==> src/design/pgr_pkg.sv <==
// Shared types and codes for the pan gesture recognizer.
`timescale 1ns / 1ps
package pgr_pkg;

  // Touch event kinds on the input channel.
  typedef enum logic [1:0] {
    ACT_DOWN = 2'd0,
    ACT_MOVE = 2'd1,
    ACT_UP   = 2'd2
  } action_e;

  // Gesture result kinds on the output channel.
  typedef enum logic [1:0] {
    KIND_BEGIN = 2'd0,
    KIND_MOVE  = 2'd1,
    KIND_END   = 2'd2
  } kind_e;

  // Recognizer phase, one-hot.
  typedef enum logic [2:0] {
    PH_READY    = 3'b001,
    PH_POSSIBLE = 3'b010,
    PH_MOVING   = 3'b100
  } phase_e;

  // Configuration register indexes.
  localparam int unsigned CFG_IDX_W = 8;
  localparam logic [CFG_IDX_W-1:0] CFG_IDX_ENABLED   = 8'd0;
  localparam logic [CFG_IDX_W-1:0] CFG_IDX_THRESHOLD = 8'd1;

  localparam logic [15:0] THRESHOLD_RESET = 16'd16;

  typedef struct packed {
    logic [1:0]         action;
    logic [3:0]         pointer_index;
    logic signed [15:0] touch_x;
    logic signed [15:0] touch_y;
  } item_t;

  typedef struct packed {
    kind_e              event_kind;
    logic               has_coords;
    logic signed [15:0] pos_x;
    logic signed [15:0] pos_y;
    logic signed [16:0] delta_x;
    logic signed [16:0] delta_y;
    logic               last;
  } result_t;

  // Results written into the output queue in the same cycle: res0 first, then res1.
  typedef struct packed {
    logic [1:0] n;
    result_t    res0;
    result_t    res1;
  } push_t;

endpackage

==> src/design/pgr_result_fifo.sv <==
// Output queue of gesture results, up to two writes and one read per cycle.
`timescale 1ns / 1ps
module pgr_result_fifo
  import pgr_pkg::*;
#(
  parameter int unsigned Depth = 4
) (
  input  logic    clk_i,
  input  logic    rst_ni,
  input  push_t   push_i,
  output logic    room_o,
  output logic    valid_o,
  input  logic    ready_i,
  output result_t data_o
);

  localparam int unsigned PtrW = $clog2(Depth);
  localparam int unsigned CntW = $clog2(Depth + 1);

  result_t         mem_q [Depth];
  logic [PtrW-1:0] wr_ptr_q, wr_ptr_d, wr_ptr_1;
  logic [PtrW-1:0] rd_ptr_q, rd_ptr_d;
  logic [CntW-1:0] count_q, count_d;
  logic            pop;

  function automatic logic [PtrW-1:0] ptr_inc(input logic [PtrW-1:0] p);
    return (p == PtrW'(Depth - 1)) ? '0 : p + PtrW'(1);
  endfunction

  assign pop     = valid_o && ready_i;
  assign valid_o = (count_q != '0);
  assign data_o  = mem_q[rd_ptr_q];
  // Keep space for a pan begin plus its move.
  assign room_o  = (count_q <= CntW'(Depth - 2));

  always_comb begin
    wr_ptr_1 = ptr_inc(wr_ptr_q);
    wr_ptr_d = wr_ptr_q;
    case (push_i.n)
      2'd1:    wr_ptr_d = wr_ptr_1;
      2'd2:    wr_ptr_d = ptr_inc(wr_ptr_1);
      default: wr_ptr_d = wr_ptr_q;
    endcase
    rd_ptr_d = pop ? ptr_inc(rd_ptr_q) : rd_ptr_q;
    count_d  = count_q + CntW'(push_i.n) - CntW'(pop);
  end

  always_ff @(posedge clk_i or negedge rst_ni) begin
    if (!rst_ni) begin
      wr_ptr_q <= '0;
      rd_ptr_q <= '0;
      count_q  <= '0;
    end else begin
      wr_ptr_q <= wr_ptr_d;
      rd_ptr_q <= rd_ptr_d;
      count_q  <= count_d;
    end
  end

  always_ff @(posedge clk_i) begin
    if (push_i.n != 2'd0) begin
      mem_q[wr_ptr_q] <= push_i.res0;
    end
    if (push_i.n == 2'd2) begin
      mem_q[wr_ptr_1] <= push_i.res1;
    end
  end

  a_no_overflow: assert property (@(posedge clk_i) disable iff (!rst_ni)
    push_i.n != 2'd0 |-> ({1'b0, count_q} + (CntW + 1)'(push_i.n)) <= (CntW + 1)'(Depth))
    else $error("result queue overflow");

endmodule

==> src/design/pan_gesture_recognizer_core.sv <==
// Top level of the pan gesture recognizer: event register, decision logic, result queue.
`timescale 1ns / 1ps
// Usage:
//   s_axis carries touch events: tuser holds the action (down, move, up),
//   tdata the finger index and the x/y coordinates. m_axis carries gesture
//   results: tuser holds the result kind and the has-coordinates flag, tdata
//   the position and the deltas, tlast marks the final result of one event.
//   The cfg channel writes the enable bit (index 0) and the distance
//   threshold (index 1); it is always ready. Write it only while idle.
//   An accepted event waits in the event register until the queue has room;
//   it is then decided and its results go through the result queue to m_axis.
//   Throughput: one event per cycle while the queue has room; one compare of
//   the squared distance against the squared threshold decides each event.
//   A crossing move yields two results (pan begin, then pan move), both
//   written into the queue together.
//   Reset: phase goes to ready, anchor to zero, enable to 1, threshold to 16,
//   result queue empties.
//   Receiver stall: results wait in a small queue; the event register keeps
//   taking events until fewer than two queue slots are free, then holds.
module pan_gesture_recognizer_core
  import pgr_pkg::*;
#(
  parameter int unsigned ResultDepth = 4
) (
  input  logic                 clk_i,
  input  logic                 rst_ni,
  // tdata: pointer_index[3:0], touch_x[19:4], touch_y[35:20], zero pad[39:36]
  input  logic                 s_axis_tvalid,
  output logic                 s_axis_tready,
  input  logic [39:0]          s_axis_tdata,
  // tuser: action[1:0]
  input  logic [1:0]           s_axis_tuser,
  output logic                 m_axis_tvalid,
  input  logic                 m_axis_tready,
  // tdata: pos_x[15:0], pos_y[31:16], delta_x[48:32], delta_y[65:49], zero pad[71:66]
  output logic [71:0]          m_axis_tdata,
  // tuser: event_kind[1:0], has_coords[2]
  output logic [2:0]           m_axis_tuser,
  output logic                 m_axis_tlast,
  input  logic                 cfg_valid_i,
  output logic                 cfg_ready_o,
  input  logic [CFG_IDX_W-1:0] cfg_index_i,
  input  logic [15:0]          cfg_data_i
);

  // Configuration registers.
  logic        enabled_q;
  logic [15:0] threshold_q;

  // Event register.
  logic  item_valid_q, item_valid_d;
  item_t item_q;
  logic  s_accept;

  // Recognizer state.
  phase_e             phase_q, phase_d;
  logic signed [15:0] anchor_x_q, anchor_x_d;
  logic signed [15:0] anchor_y_q, anchor_y_d;

  // Decision datapath.
  logic               room;
  logic               fire;
  logic               primary;
  logic signed [16:0] dx, dy;
  logic [15:0]        abs_dx, abs_dy;
  logic [31:0]        sq_x, sq_y, thr_sq;
  logic [32:0]        dist_sq;
  logic               far;
  push_t              push;
  result_t            q_data;

  // ---------------------------------------------------------------------
  // Configuration: always ready, write by index, ignore unknown indexes.
  // ---------------------------------------------------------------------
  assign cfg_ready_o = 1'b1;

  always_ff @(posedge clk_i or negedge rst_ni) begin
    if (!rst_ni) begin
      enabled_q   <= 1'b1;
      threshold_q <= THRESHOLD_RESET;
    end else if (cfg_valid_i && cfg_ready_o) begin
      if (cfg_index_i == CFG_IDX_ENABLED) begin
        enabled_q <= cfg_data_i[0];
      end
      if (cfg_index_i == CFG_IDX_THRESHOLD) begin
        threshold_q <= cfg_data_i;
      end
    end
  end

  // ---------------------------------------------------------------------
  // Event register: take a new event when it is empty or the held one is decided now.
  // Ready depends on registers only, so no path runs from m_axis to s_axis.
  // ---------------------------------------------------------------------
  assign fire          = item_valid_q && room;
  assign s_axis_tready = !item_valid_q || room;
  assign s_accept      = s_axis_tvalid && s_axis_tready;

  always_comb begin
    item_valid_d = item_valid_q;
    if (s_accept) begin
      item_valid_d = 1'b1;
    end else if (fire) begin
      item_valid_d = 1'b0;
    end
  end

  always_ff @(posedge clk_i or negedge rst_ni) begin
    if (!rst_ni) begin
      item_valid_q <= 1'b0;
    end else begin
      item_valid_q <= item_valid_d;
    end
  end

  always_ff @(posedge clk_i) begin
    if (s_accept) begin
      item_q.action        <= s_axis_tuser;
      item_q.pointer_index <= s_axis_tdata[3:0];
      item_q.touch_x       <= s_axis_tdata[19:4];
      item_q.touch_y       <= s_axis_tdata[35:20];
    end
  end

  // ---------------------------------------------------------------------
  // Distance test: exact squared magnitude against squared threshold.
  // ---------------------------------------------------------------------
  assign primary = (item_q.pointer_index == 4'd0);
  assign dx      = {item_q.touch_x[15], item_q.touch_x} - {anchor_x_q[15], anchor_x_q};
  assign dy      = {item_q.touch_y[15], item_q.touch_y} - {anchor_y_q[15], anchor_y_q};
  // |dx| is at most 65535, so the magnitude fits 16 bits.
  assign abs_dx  = 16'(dx[16] ? -dx : dx);
  assign abs_dy  = 16'(dy[16] ? -dy : dy);
  assign sq_x    = 32'(abs_dx) * 32'(abs_dx);
  assign sq_y    = 32'(abs_dy) * 32'(abs_dy);
  assign thr_sq  = 32'(threshold_q) * 32'(threshold_q);
  assign dist_sq = {1'b0, sq_x} + {1'b0, sq_y};
  assign far     = dist_sq > {1'b0, thr_sq};

  // ---------------------------------------------------------------------
  // Decision: next phase, next anchor and the results to queue.
  // ---------------------------------------------------------------------
  always_comb begin
    phase_d    = phase_q;
    anchor_x_d = anchor_x_q;
    anchor_y_d = anchor_y_q;

    push.n               = 2'd0;
    push.res0.event_kind = KIND_MOVE;
    push.res0.has_coords = 1'b1;
    push.res0.pos_x      = item_q.touch_x;
    push.res0.pos_y      = item_q.touch_y;
    push.res0.delta_x    = dx;
    push.res0.delta_y    = dy;
    push.res0.last       = 1'b1;
    push.res1            = push.res0;

    if (fire && enabled_q) begin
      case (item_q.action)
        ACT_DOWN: begin
          if (!primary) begin
            // Second finger: end an active pan without coordinates.
            if (phase_q == PH_MOVING) begin
              push.n               = 2'd1;
              push.res0.event_kind = KIND_END;
              push.res0.has_coords = 1'b0;
              push.res0.pos_x      = '0;
              push.res0.pos_y      = '0;
              push.res0.delta_x    = '0;
              push.res0.delta_y    = '0;
            end
            phase_d = PH_READY;
          end else begin
            // Re-anchor and arm, whatever the phase.
            anchor_x_d = item_q.touch_x;
            anchor_y_d = item_q.touch_y;
            phase_d    = PH_POSSIBLE;
          end
        end
        ACT_MOVE: begin
          if (primary) begin
            case (phase_q)
              PH_POSSIBLE: begin
                if (far) begin
                  // Pan begin at the old anchor, then the first move.
                  push.n               = 2'd2;
                  push.res0.event_kind = KIND_BEGIN;
                  push.res0.pos_x      = anchor_x_q;
                  push.res0.pos_y      = anchor_y_q;
                  push.res0.delta_x    = '0;
                  push.res0.delta_y    = '0;
                  push.res0.last       = 1'b0;
                  push.res1.event_kind = KIND_MOVE;
                  push.res1.pos_x      = item_q.touch_x;
                  push.res1.pos_y      = item_q.touch_y;
                  push.res1.delta_x    = dx;
                  push.res1.delta_y    = dy;
                  push.res1.last       = 1'b1;
                  anchor_x_d           = item_q.touch_x;
                  anchor_y_d           = item_q.touch_y;
                  phase_d              = PH_MOVING;
                end
              end
              PH_MOVING: begin
                // Incremental deltas: advance the anchor on every move.
                push.n     = 2'd1;
                anchor_x_d = item_q.touch_x;
                anchor_y_d = item_q.touch_y;
              end
              default: begin
              end
            endcase
          end
        end
        ACT_UP: begin
          if (primary && (phase_q == PH_MOVING)) begin
            push.n               = 2'd1;
            push.res0.event_kind = KIND_END;
            phase_d              = PH_READY;
          end
        end
        default: begin
        end
      endcase
    end
  end

  always_ff @(posedge clk_i or negedge rst_ni) begin
    if (!rst_ni) begin
      phase_q    <= PH_READY;
      anchor_x_q <= '0;
      anchor_y_q <= '0;
    end else begin
      phase_q    <= phase_d;
      anchor_x_q <= anchor_x_d;
      anchor_y_q <= anchor_y_d;
    end
  end

  // ---------------------------------------------------------------------
  // Result queue and output packing.
  // ---------------------------------------------------------------------
  pgr_result_fifo #(
    .Depth (ResultDepth)
  ) u_result_fifo (
    .clk_i   (clk_i),
    .rst_ni  (rst_ni),
    .push_i  (push),
    .room_o  (room),
    .valid_o (m_axis_tvalid),
    .ready_i (m_axis_tready),
    .data_o  (q_data)
  );

  assign m_axis_tdata = {6'd0, q_data.delta_y, q_data.delta_x, q_data.pos_y, q_data.pos_x};
  assign m_axis_tuser = {q_data.has_coords, q_data.event_kind};
  assign m_axis_tlast = q_data.last;

  // ---------------------------------------------------------------------
  // Assertions.
  // ---------------------------------------------------------------------
  a_pair_from_possible: assert property (@(posedge clk_i) disable iff (!rst_ni)
    push.n == 2'd2 |-> phase_q == PH_POSSIBLE && phase_d == PH_MOVING)
    else $error("pan begin outside the possible phase");

  a_anchor_hold: assert property (@(posedge clk_i) disable iff (!rst_ni)
    !fire |=> $stable(anchor_x_q) && $stable(anchor_y_q) && $stable(phase_q))
    else $error("state changed without a decided event");

  a_item_hold: assert property (@(posedge clk_i) disable iff (!rst_ni)
    item_valid_q && !room |=> item_valid_q && $stable(item_q))
    else $error("held event lost while the queue was full");

  a_disabled_quiet: assert property (@(posedge clk_i) disable iff (!rst_ni)
    push.n != 2'd0 |-> enabled_q && fire)
    else $error("result queued while disabled or without an event");

endmodule
==> config.mk <==
export PLATFORM = sky130hd
export DESIGN_NAME = pan_gesture_recognizer_core
export DESIGN_NICKNAME = d
export VERILOG_FILES = /design/src/design/pgr_pkg.sv /design/src/design/pgr_result_fifo.sv /design/src/design/pan_gesture_recognizer_core.sv
export SDC_FILE = /design/constraint.sdc
export NUM_CORES = 2
export LEC_CHECK = 0
export BUFFER_PORTS_ARGS = -buffer_cell sky130_fd_sc_hd__buf_2
export CORE_MARGIN = 2
export CORE_UTILIZATION = 65
export DETAILED_ROUTE_END_ITERATION = 8
export PLACE_DENSITY = 0.88
export SYNTH_ARGS = -nofsm -noshare
export SYNTH_HDL_FRONTEND = slang
export SYNTH_SLANG_ARGS = --single-unit
==> constraint.sdc <==
create_clock -name clk_i -period 28.2 [get_ports clk_i]
set_input_delay 4.23 -clock clk_i [delete_from_list [all_inputs] [get_ports clk_i]]
set_output_delay 4.23 -clock clk_i [all_outputs]
set_load 0.005 [all_outputs]
==> Yosys cells after proc, flatten, opt, wreduce, memory -nomap -nowiden <==
Memory sizes are Yosys's and may differ from the RTL's.
Cells that the tools add are included.
{ "op_classes": {"add_sub_neg": 10, "multipliers": 3, "div_mod_pow": 0, "n_lt_le_gt_ge": 2, "n_eq_ne": 17, "shifts": 0, "mux": 43, "bitwise": 0, "reduce_logical": 20} }
{ "ops": {"columns": ["operator", "count"], "rows": [
  ["$mux W69", 3],
  ["$mux W70", 2],
  ["$pmux W66 S2", 1],
  ["$mux W16", 8],
  ["$pmux W16 S2", 4],
  ["$mul A16 B16 Y32", 3],
  ["$mux W74", 1],
  ["$sub A16 B16 Y17", 2],
  ["$add A32 B32 Y33", 1],
  ["$gt A33 B32 Y1", 1],
  ["$neg A16 Y16", 2],
  ["$mux W3", 6],
  ["$pmux W4 S3", 1],
  ["$reduce_and A6 Y1", 2],
  ["$eq A2 B2 Y1 const B", 5],
  ["$mux W2", 5],
  ["$pmux W3 S3", 1],
  ["$eq A8 B1 Y1 const B", 1],
  ["$logic_not A8 Y1", 1],
  ["$mux W4", 2],
  ["$ne A2 B2 Y1 const B", 4],
  ["$pmux W2 S2", 2],
  ["$reduce_bool A2 Y1", 4],
  ["$mux W1", 7],
  ["17 further kinds", 26]
]} }
{ "totals": {"reg_bits": 98, "latch_bits": 0, "ram_bits": 280, "mem_bits_ro": 0, "mem_count": 1} }
{ "memory_table": {"columns": ["name", "words", "word_bits", "read_ports", "rd_clocked_by_memory_dff", "write_ports", "line", "source"], "rows": [
  ["u_result_fifo.mem_q", 4, 70, 1, 0, 2, "pgr_result_fifo.sv:20", "result_t mem_q [Depth];"]
]} }

==> Depth between registers and ports, before layout <==
{ "logic_depth": {"ltp_word": 14, "mapped_depth": 61} }

==> By module <==
Synthesis repeated with hierarchy kept, for this count alone.
{ "unflattened": {"hier_cells": 3872, "area_unflattened_um2": 43010.0} }
{ "modules_own_cells": {"columns": ["mod", "n_inst", "cells_each", "area_per_inst_um2", "seq_area_each_um2"], "rows": [
  ["pan_gesture_recognizer_core", 1, 3138, 28788.9, 2471.1],
  ["pgr_result_fifo", 1, 734, 14221.1, 8583.2]
]} }

==> Worst setup path before layout <==
No wires, ideal clock.
{ "synth_timing": {"path_kind": "reg2reg", "start": "register item_q[16] (netlist bit)", "end": "memory u_result_fifo.mem_q[1][68] (netlist bit)", "setup_ns": 0.150, "arrival_time_ns": 13.484, "required_time_ns": 28.050, "slack_ns": 14.567, "stages_incl_launch_ff": 55, "period_less_slack_ns": 13.633, "cell_sequence": "edfxtp_1 > inv_1 > ha_1 > inv_1 > fa_1 > a21o_1 > a21oi_1 > o21ai_0 > a21o_1 > xnor2_1 > and4_1 > and3_1 > a21oi_1 > xnor2_1 > inv_1 > clkbuf_1 > nor2_1 > fa_1 > [... 19 more ...] > a21oi_1 > nor2_1 > nor2_1 > xnor2_1 > ha_1 > a2111oi_0 > nand2_1 > o21a_1 > o21ai_2 > buf_4 > nand2b_1 > inv_1 > ha_1 > clkbuf_1 > nand2_1 > nand2_1 > o22ai_1 > a31oi_1"} }
{ "synth_lines": {"columns": ["element", "line", "source"], "rows": [
  ["start, declared", "pan_gesture_recognizer_core.sv:52", "item_t item_q;"],
  ["end, declared", "pgr_result_fifo.sv:20", null]
]} }

==> results by group <==
STA
  – Hold WS: roughly 450 ps
  – RSZ-0062 raised after global routing: no
  – Final setup violating endpoints: 0
  – Relative slew slack: 0.187
  – Worst Tran Pin Value: ~1200 ps
  – Setup tns final: 0 ps
  – Worst Setup Slack, final: around 12000 ps
  – Fin. max-slew vios: 0
  – Fmax achieved: between 60 and 70 MHz
  – Tmin final: 16080 ps
  – Worst Skew: roughly 31 ps
  – Post-route clock period utilization: 0.570
  – Final hold violations: 0

Critical path
  – CP Capture Type: flip-flop
  – R2R Path Start: item_q[2]
  – CP max FO: 34
  – CP Data Required Time: between 20000 and 30000 ps
  – Reg-to-reg endpoint: u_result_fifo.mem_q[3][11]
  – CP Launch Type: flip-flop
  – Crit path from: item_q[2]
  – Reg2Reg Depth: 48
  – Critical Path Max Stage Delay: approximately 950 ps
  – Critical Setup Path Class: flip-flop to flip-flop
  – Flop2flop setup slack: roughly 12000 ps
  – Critical path arrival: ~16000 ps
  – CP max stage cell: a31oi_4
  – Setup crit end: u_result_fifo.mem_q[3][11]

Worst hold path
  – Hold path cells: 2
  – HP Class: flip-flop to flip-flop

Die
  – Initial cell density of the core: 0.655
  – IO Pins: 150
  – Core Box Area: between 60000 and 70000 µm²
  – Total Die Area: about 65000 µm²
  – Core Rows: a little over 90
  – Die H: ~260 µm
  – Die width: 255 µm

Route
  – Vias post-DR: about 29000
  – DR vias/cell: approximately 6.1
  – Avg WL per Cell: between 20 and 25 µm
  – Antenna-violating nets left: 0
  – DRT iter0 DRCs: 2792
  – Detailed Route WL: a little under 100 mm
  – Residual DRC: 0
  – Pre-Repair DR Iteration Count: 6

Cells and area
  – Area of the multi-input gates: around 27000 µm²
  – Register area: between 10000 and 15000 µm²
  – Proportion of layout cells with a drive suffix above 1: 0.0995
  – Antenna diodes: 0
  – Final Util: 0.700
  – Layout Nets: 4957
  – Syn-to-layout area delta: 6.87%
  – Fill count: around 4100

Clock network
  – Clock Sinks: 378
  – TritonCTS clock tree: done
  – Post-cts hold buffer count: 0
  – Num CTS Buffers: 38
  – H-Tree Level Count: 2
  – Clk buf depth: 3
  – PostCTS Resize Cnt: 0
  – Clk_lat worst skew: approximately 590 ps
  – Post-CTS Setup Bufs: 0
  – Clock transition at the registers of the reported paths: 60 ps
  – CTS root buf: clkbuf_16

Global routing
  – Overflow after GRT: 0
  – Pin count of the biggest net entering global routing: 68
  – Initial antenna violation count: 1
  – First-pass GRT wire length: 159 mm
  – GRT Resource Usage Total: 0.307
  – Vias in the first global route: between 30000 and 40000

Logic synthesis
  – Asr flop ratio synth: 0.159
  – Post-synth EDFFs: approximately 300
  – Synth area leader: fa_1
  – Mapped Area: a little over 40000 µm²
  – Share of the yosys chip area belonging to registers: 0.265
  – Synth top area share: 0.271
  – Synth top area cells: fa_1, edfxtp_1, ha_1
  – Yosys reg bits: 378
  – Dominant synthesized flop cell: edfxtp_1
  – Avg Synthesized Cell Area: 10.6 µm²
  – Synth warn: 0
  – Synth Instances: 3874
  – Cell variety after synth: 86

Placement
  – I/O Buffers: between 100 and 150
  – DP HPWL: ~70 mm
  – Gpl congestion: around 0.95
  – Pre-CTS WS: about 13000 ps

Status
  – Outcome: complete, no violations

Job
  – Max Cap Viol: 0
==> worst min-delay path by stage <==
stage                                          start                          to  slack (ps)
final                     u_result_fifo.mem_q[3][69]  u_result_fifo.mem_q[3][69]         450
after floorplan           u_result_fifo.mem_q[2][69]  u_result_fifo.mem_q[2][69]         430
after global routing      u_result_fifo.mem_q[3][69]  u_result_fifo.mem_q[3][69]         480
after detailed placement  u_result_fifo.mem_q[3][69]  u_result_fifo.mem_q[3][69]         440
after global placement    u_result_fifo.mem_q[3][69]  u_result_fifo.mem_q[3][69]         440
after CTS                 u_result_fifo.mem_q[3][69]  u_result_fifo.mem_q[3][69]         450
==> cell families after synthesis <==
logic type / count (synthesis) / synth area share
AOI/OAI and AO/OA: 449 / 0.0817
xor gates and xnor gates: 121 / 0.0263
adders and majority gates: 924 / 0.383
buffers and inverters: 976 / 0.0918
DFF: 378 / 0.265
muxes: 123 / 0.0529
other: 2 / 0.000183
and+or+nand+nor: 901 / 0.0988
==> per-layer routing <==
layer  track usage  vias up  routed length [µm]
met5             0        -                  12
met4         0.140        2                4360
met3        0.0514      374                9050
met2         0.538     1659               49800
met1         0.374    14514               34300
li1              -    12738                   -
==> layout by cell type, fill, tap and decap left out, drive strengths merged, types with 30 or more instances in the layout <==
cell,instances
a21oi,73
edfxtp,302
inv,840
buf,176
clkbuf,53
and2,59
fa,555
mux2,52
or2,30
nor2,399
a21o,42
a22o,128
xnor2,81
o21ai,77
dfrtp,57
nand2b,40
ha,369
xor2,39
nand2,225
mux4,70
nor3,32
==> registers in the layout, summed over array words and instances (netlist names), 2 cells and up <==
register                count
u_result_fifo.mem_q       280
u_result_fifo.count_q       3
u_result_fifo.rd_ptr_q      2
anchor_x_q                 16
phase_q                     3
threshold_q                16
u_result_fifo.wr_ptr_q      2
anchor_y_q                 16
item_q                     38
==> worst max-delay path, delay by kind of cell, from the launching register on <==
family          cells  cell delay, ps
xor+xnor            2            1010
fa+ha+maj          12            5270
buf+inv             8            1180
flops               1             510
simple gates        9            1760
compound gates     17            5950
==> layout make-up <==
type | count | share of cell area
multi-input cells | 2525 | 0.606
repair buffers | 176 | 0.0222
clock inverters | 16 | 0.00405
flip-flops and latches | 378 | 0.248
inverters | 843 | 0.0721
clock buffers | 53 | 0.0236
well taps | 846 | 0.0241
==> through the flow <==
stage          instance area [µm²]  cells
2_1_floorplan                41100   3879
3_5_place_dp                 42700   4768
5_1_grt                      43900   4837
3_3_place_gp                 42700   4768
4_1_cts                      43900   4837
6_report                     43900   4837
==> cells in the mapped netlist, types with 9 or more instances <==
| master | instances |
|---|---|
| a21o_1 | 42 |
| a21oi_1 | 71 |
| a22o_1 | 128 |
| a31oi_1 | 18 |
| and2_1 | 59 |
| and3_1 | 15 |
| buf_1 | 9 |
| buf_2 | 9 |
| buf_4 | 20 |
| clkbuf_1 | 92 |
| dfrtp_1 | 57 |
| dfxtp_1 | 16 |
| edfxtp_1 | 302 |
| fa_1 | 555 |
| ha_1 | 369 |
| inv_1 | 833 |
| mux2_1 | 29 |
| mux2_2 | 23 |
| mux4_2 | 70 |
| nand2_1 | 225 |
| nand2b_1 | 40 |
| nand3_1 | 19 |
| nand4_1 | 16 |
| nor2_1 | 399 |
| nor2b_1 | 22 |
| nor3_1 | 32 |
| nor4_1 | 12 |
| o211ai_1 | 13 |
| o21a_1 | 13 |
| o21ai_0 | 69 |
| or2_2 | 30 |
| or3_1 | 12 |
| xnor2_1 | 81 |
| xor2_1 | 38 |
Power is left out: the tool's default activity adds up to more than one toggle a clock period on the data nets, which glitch-free logic cannot reach.
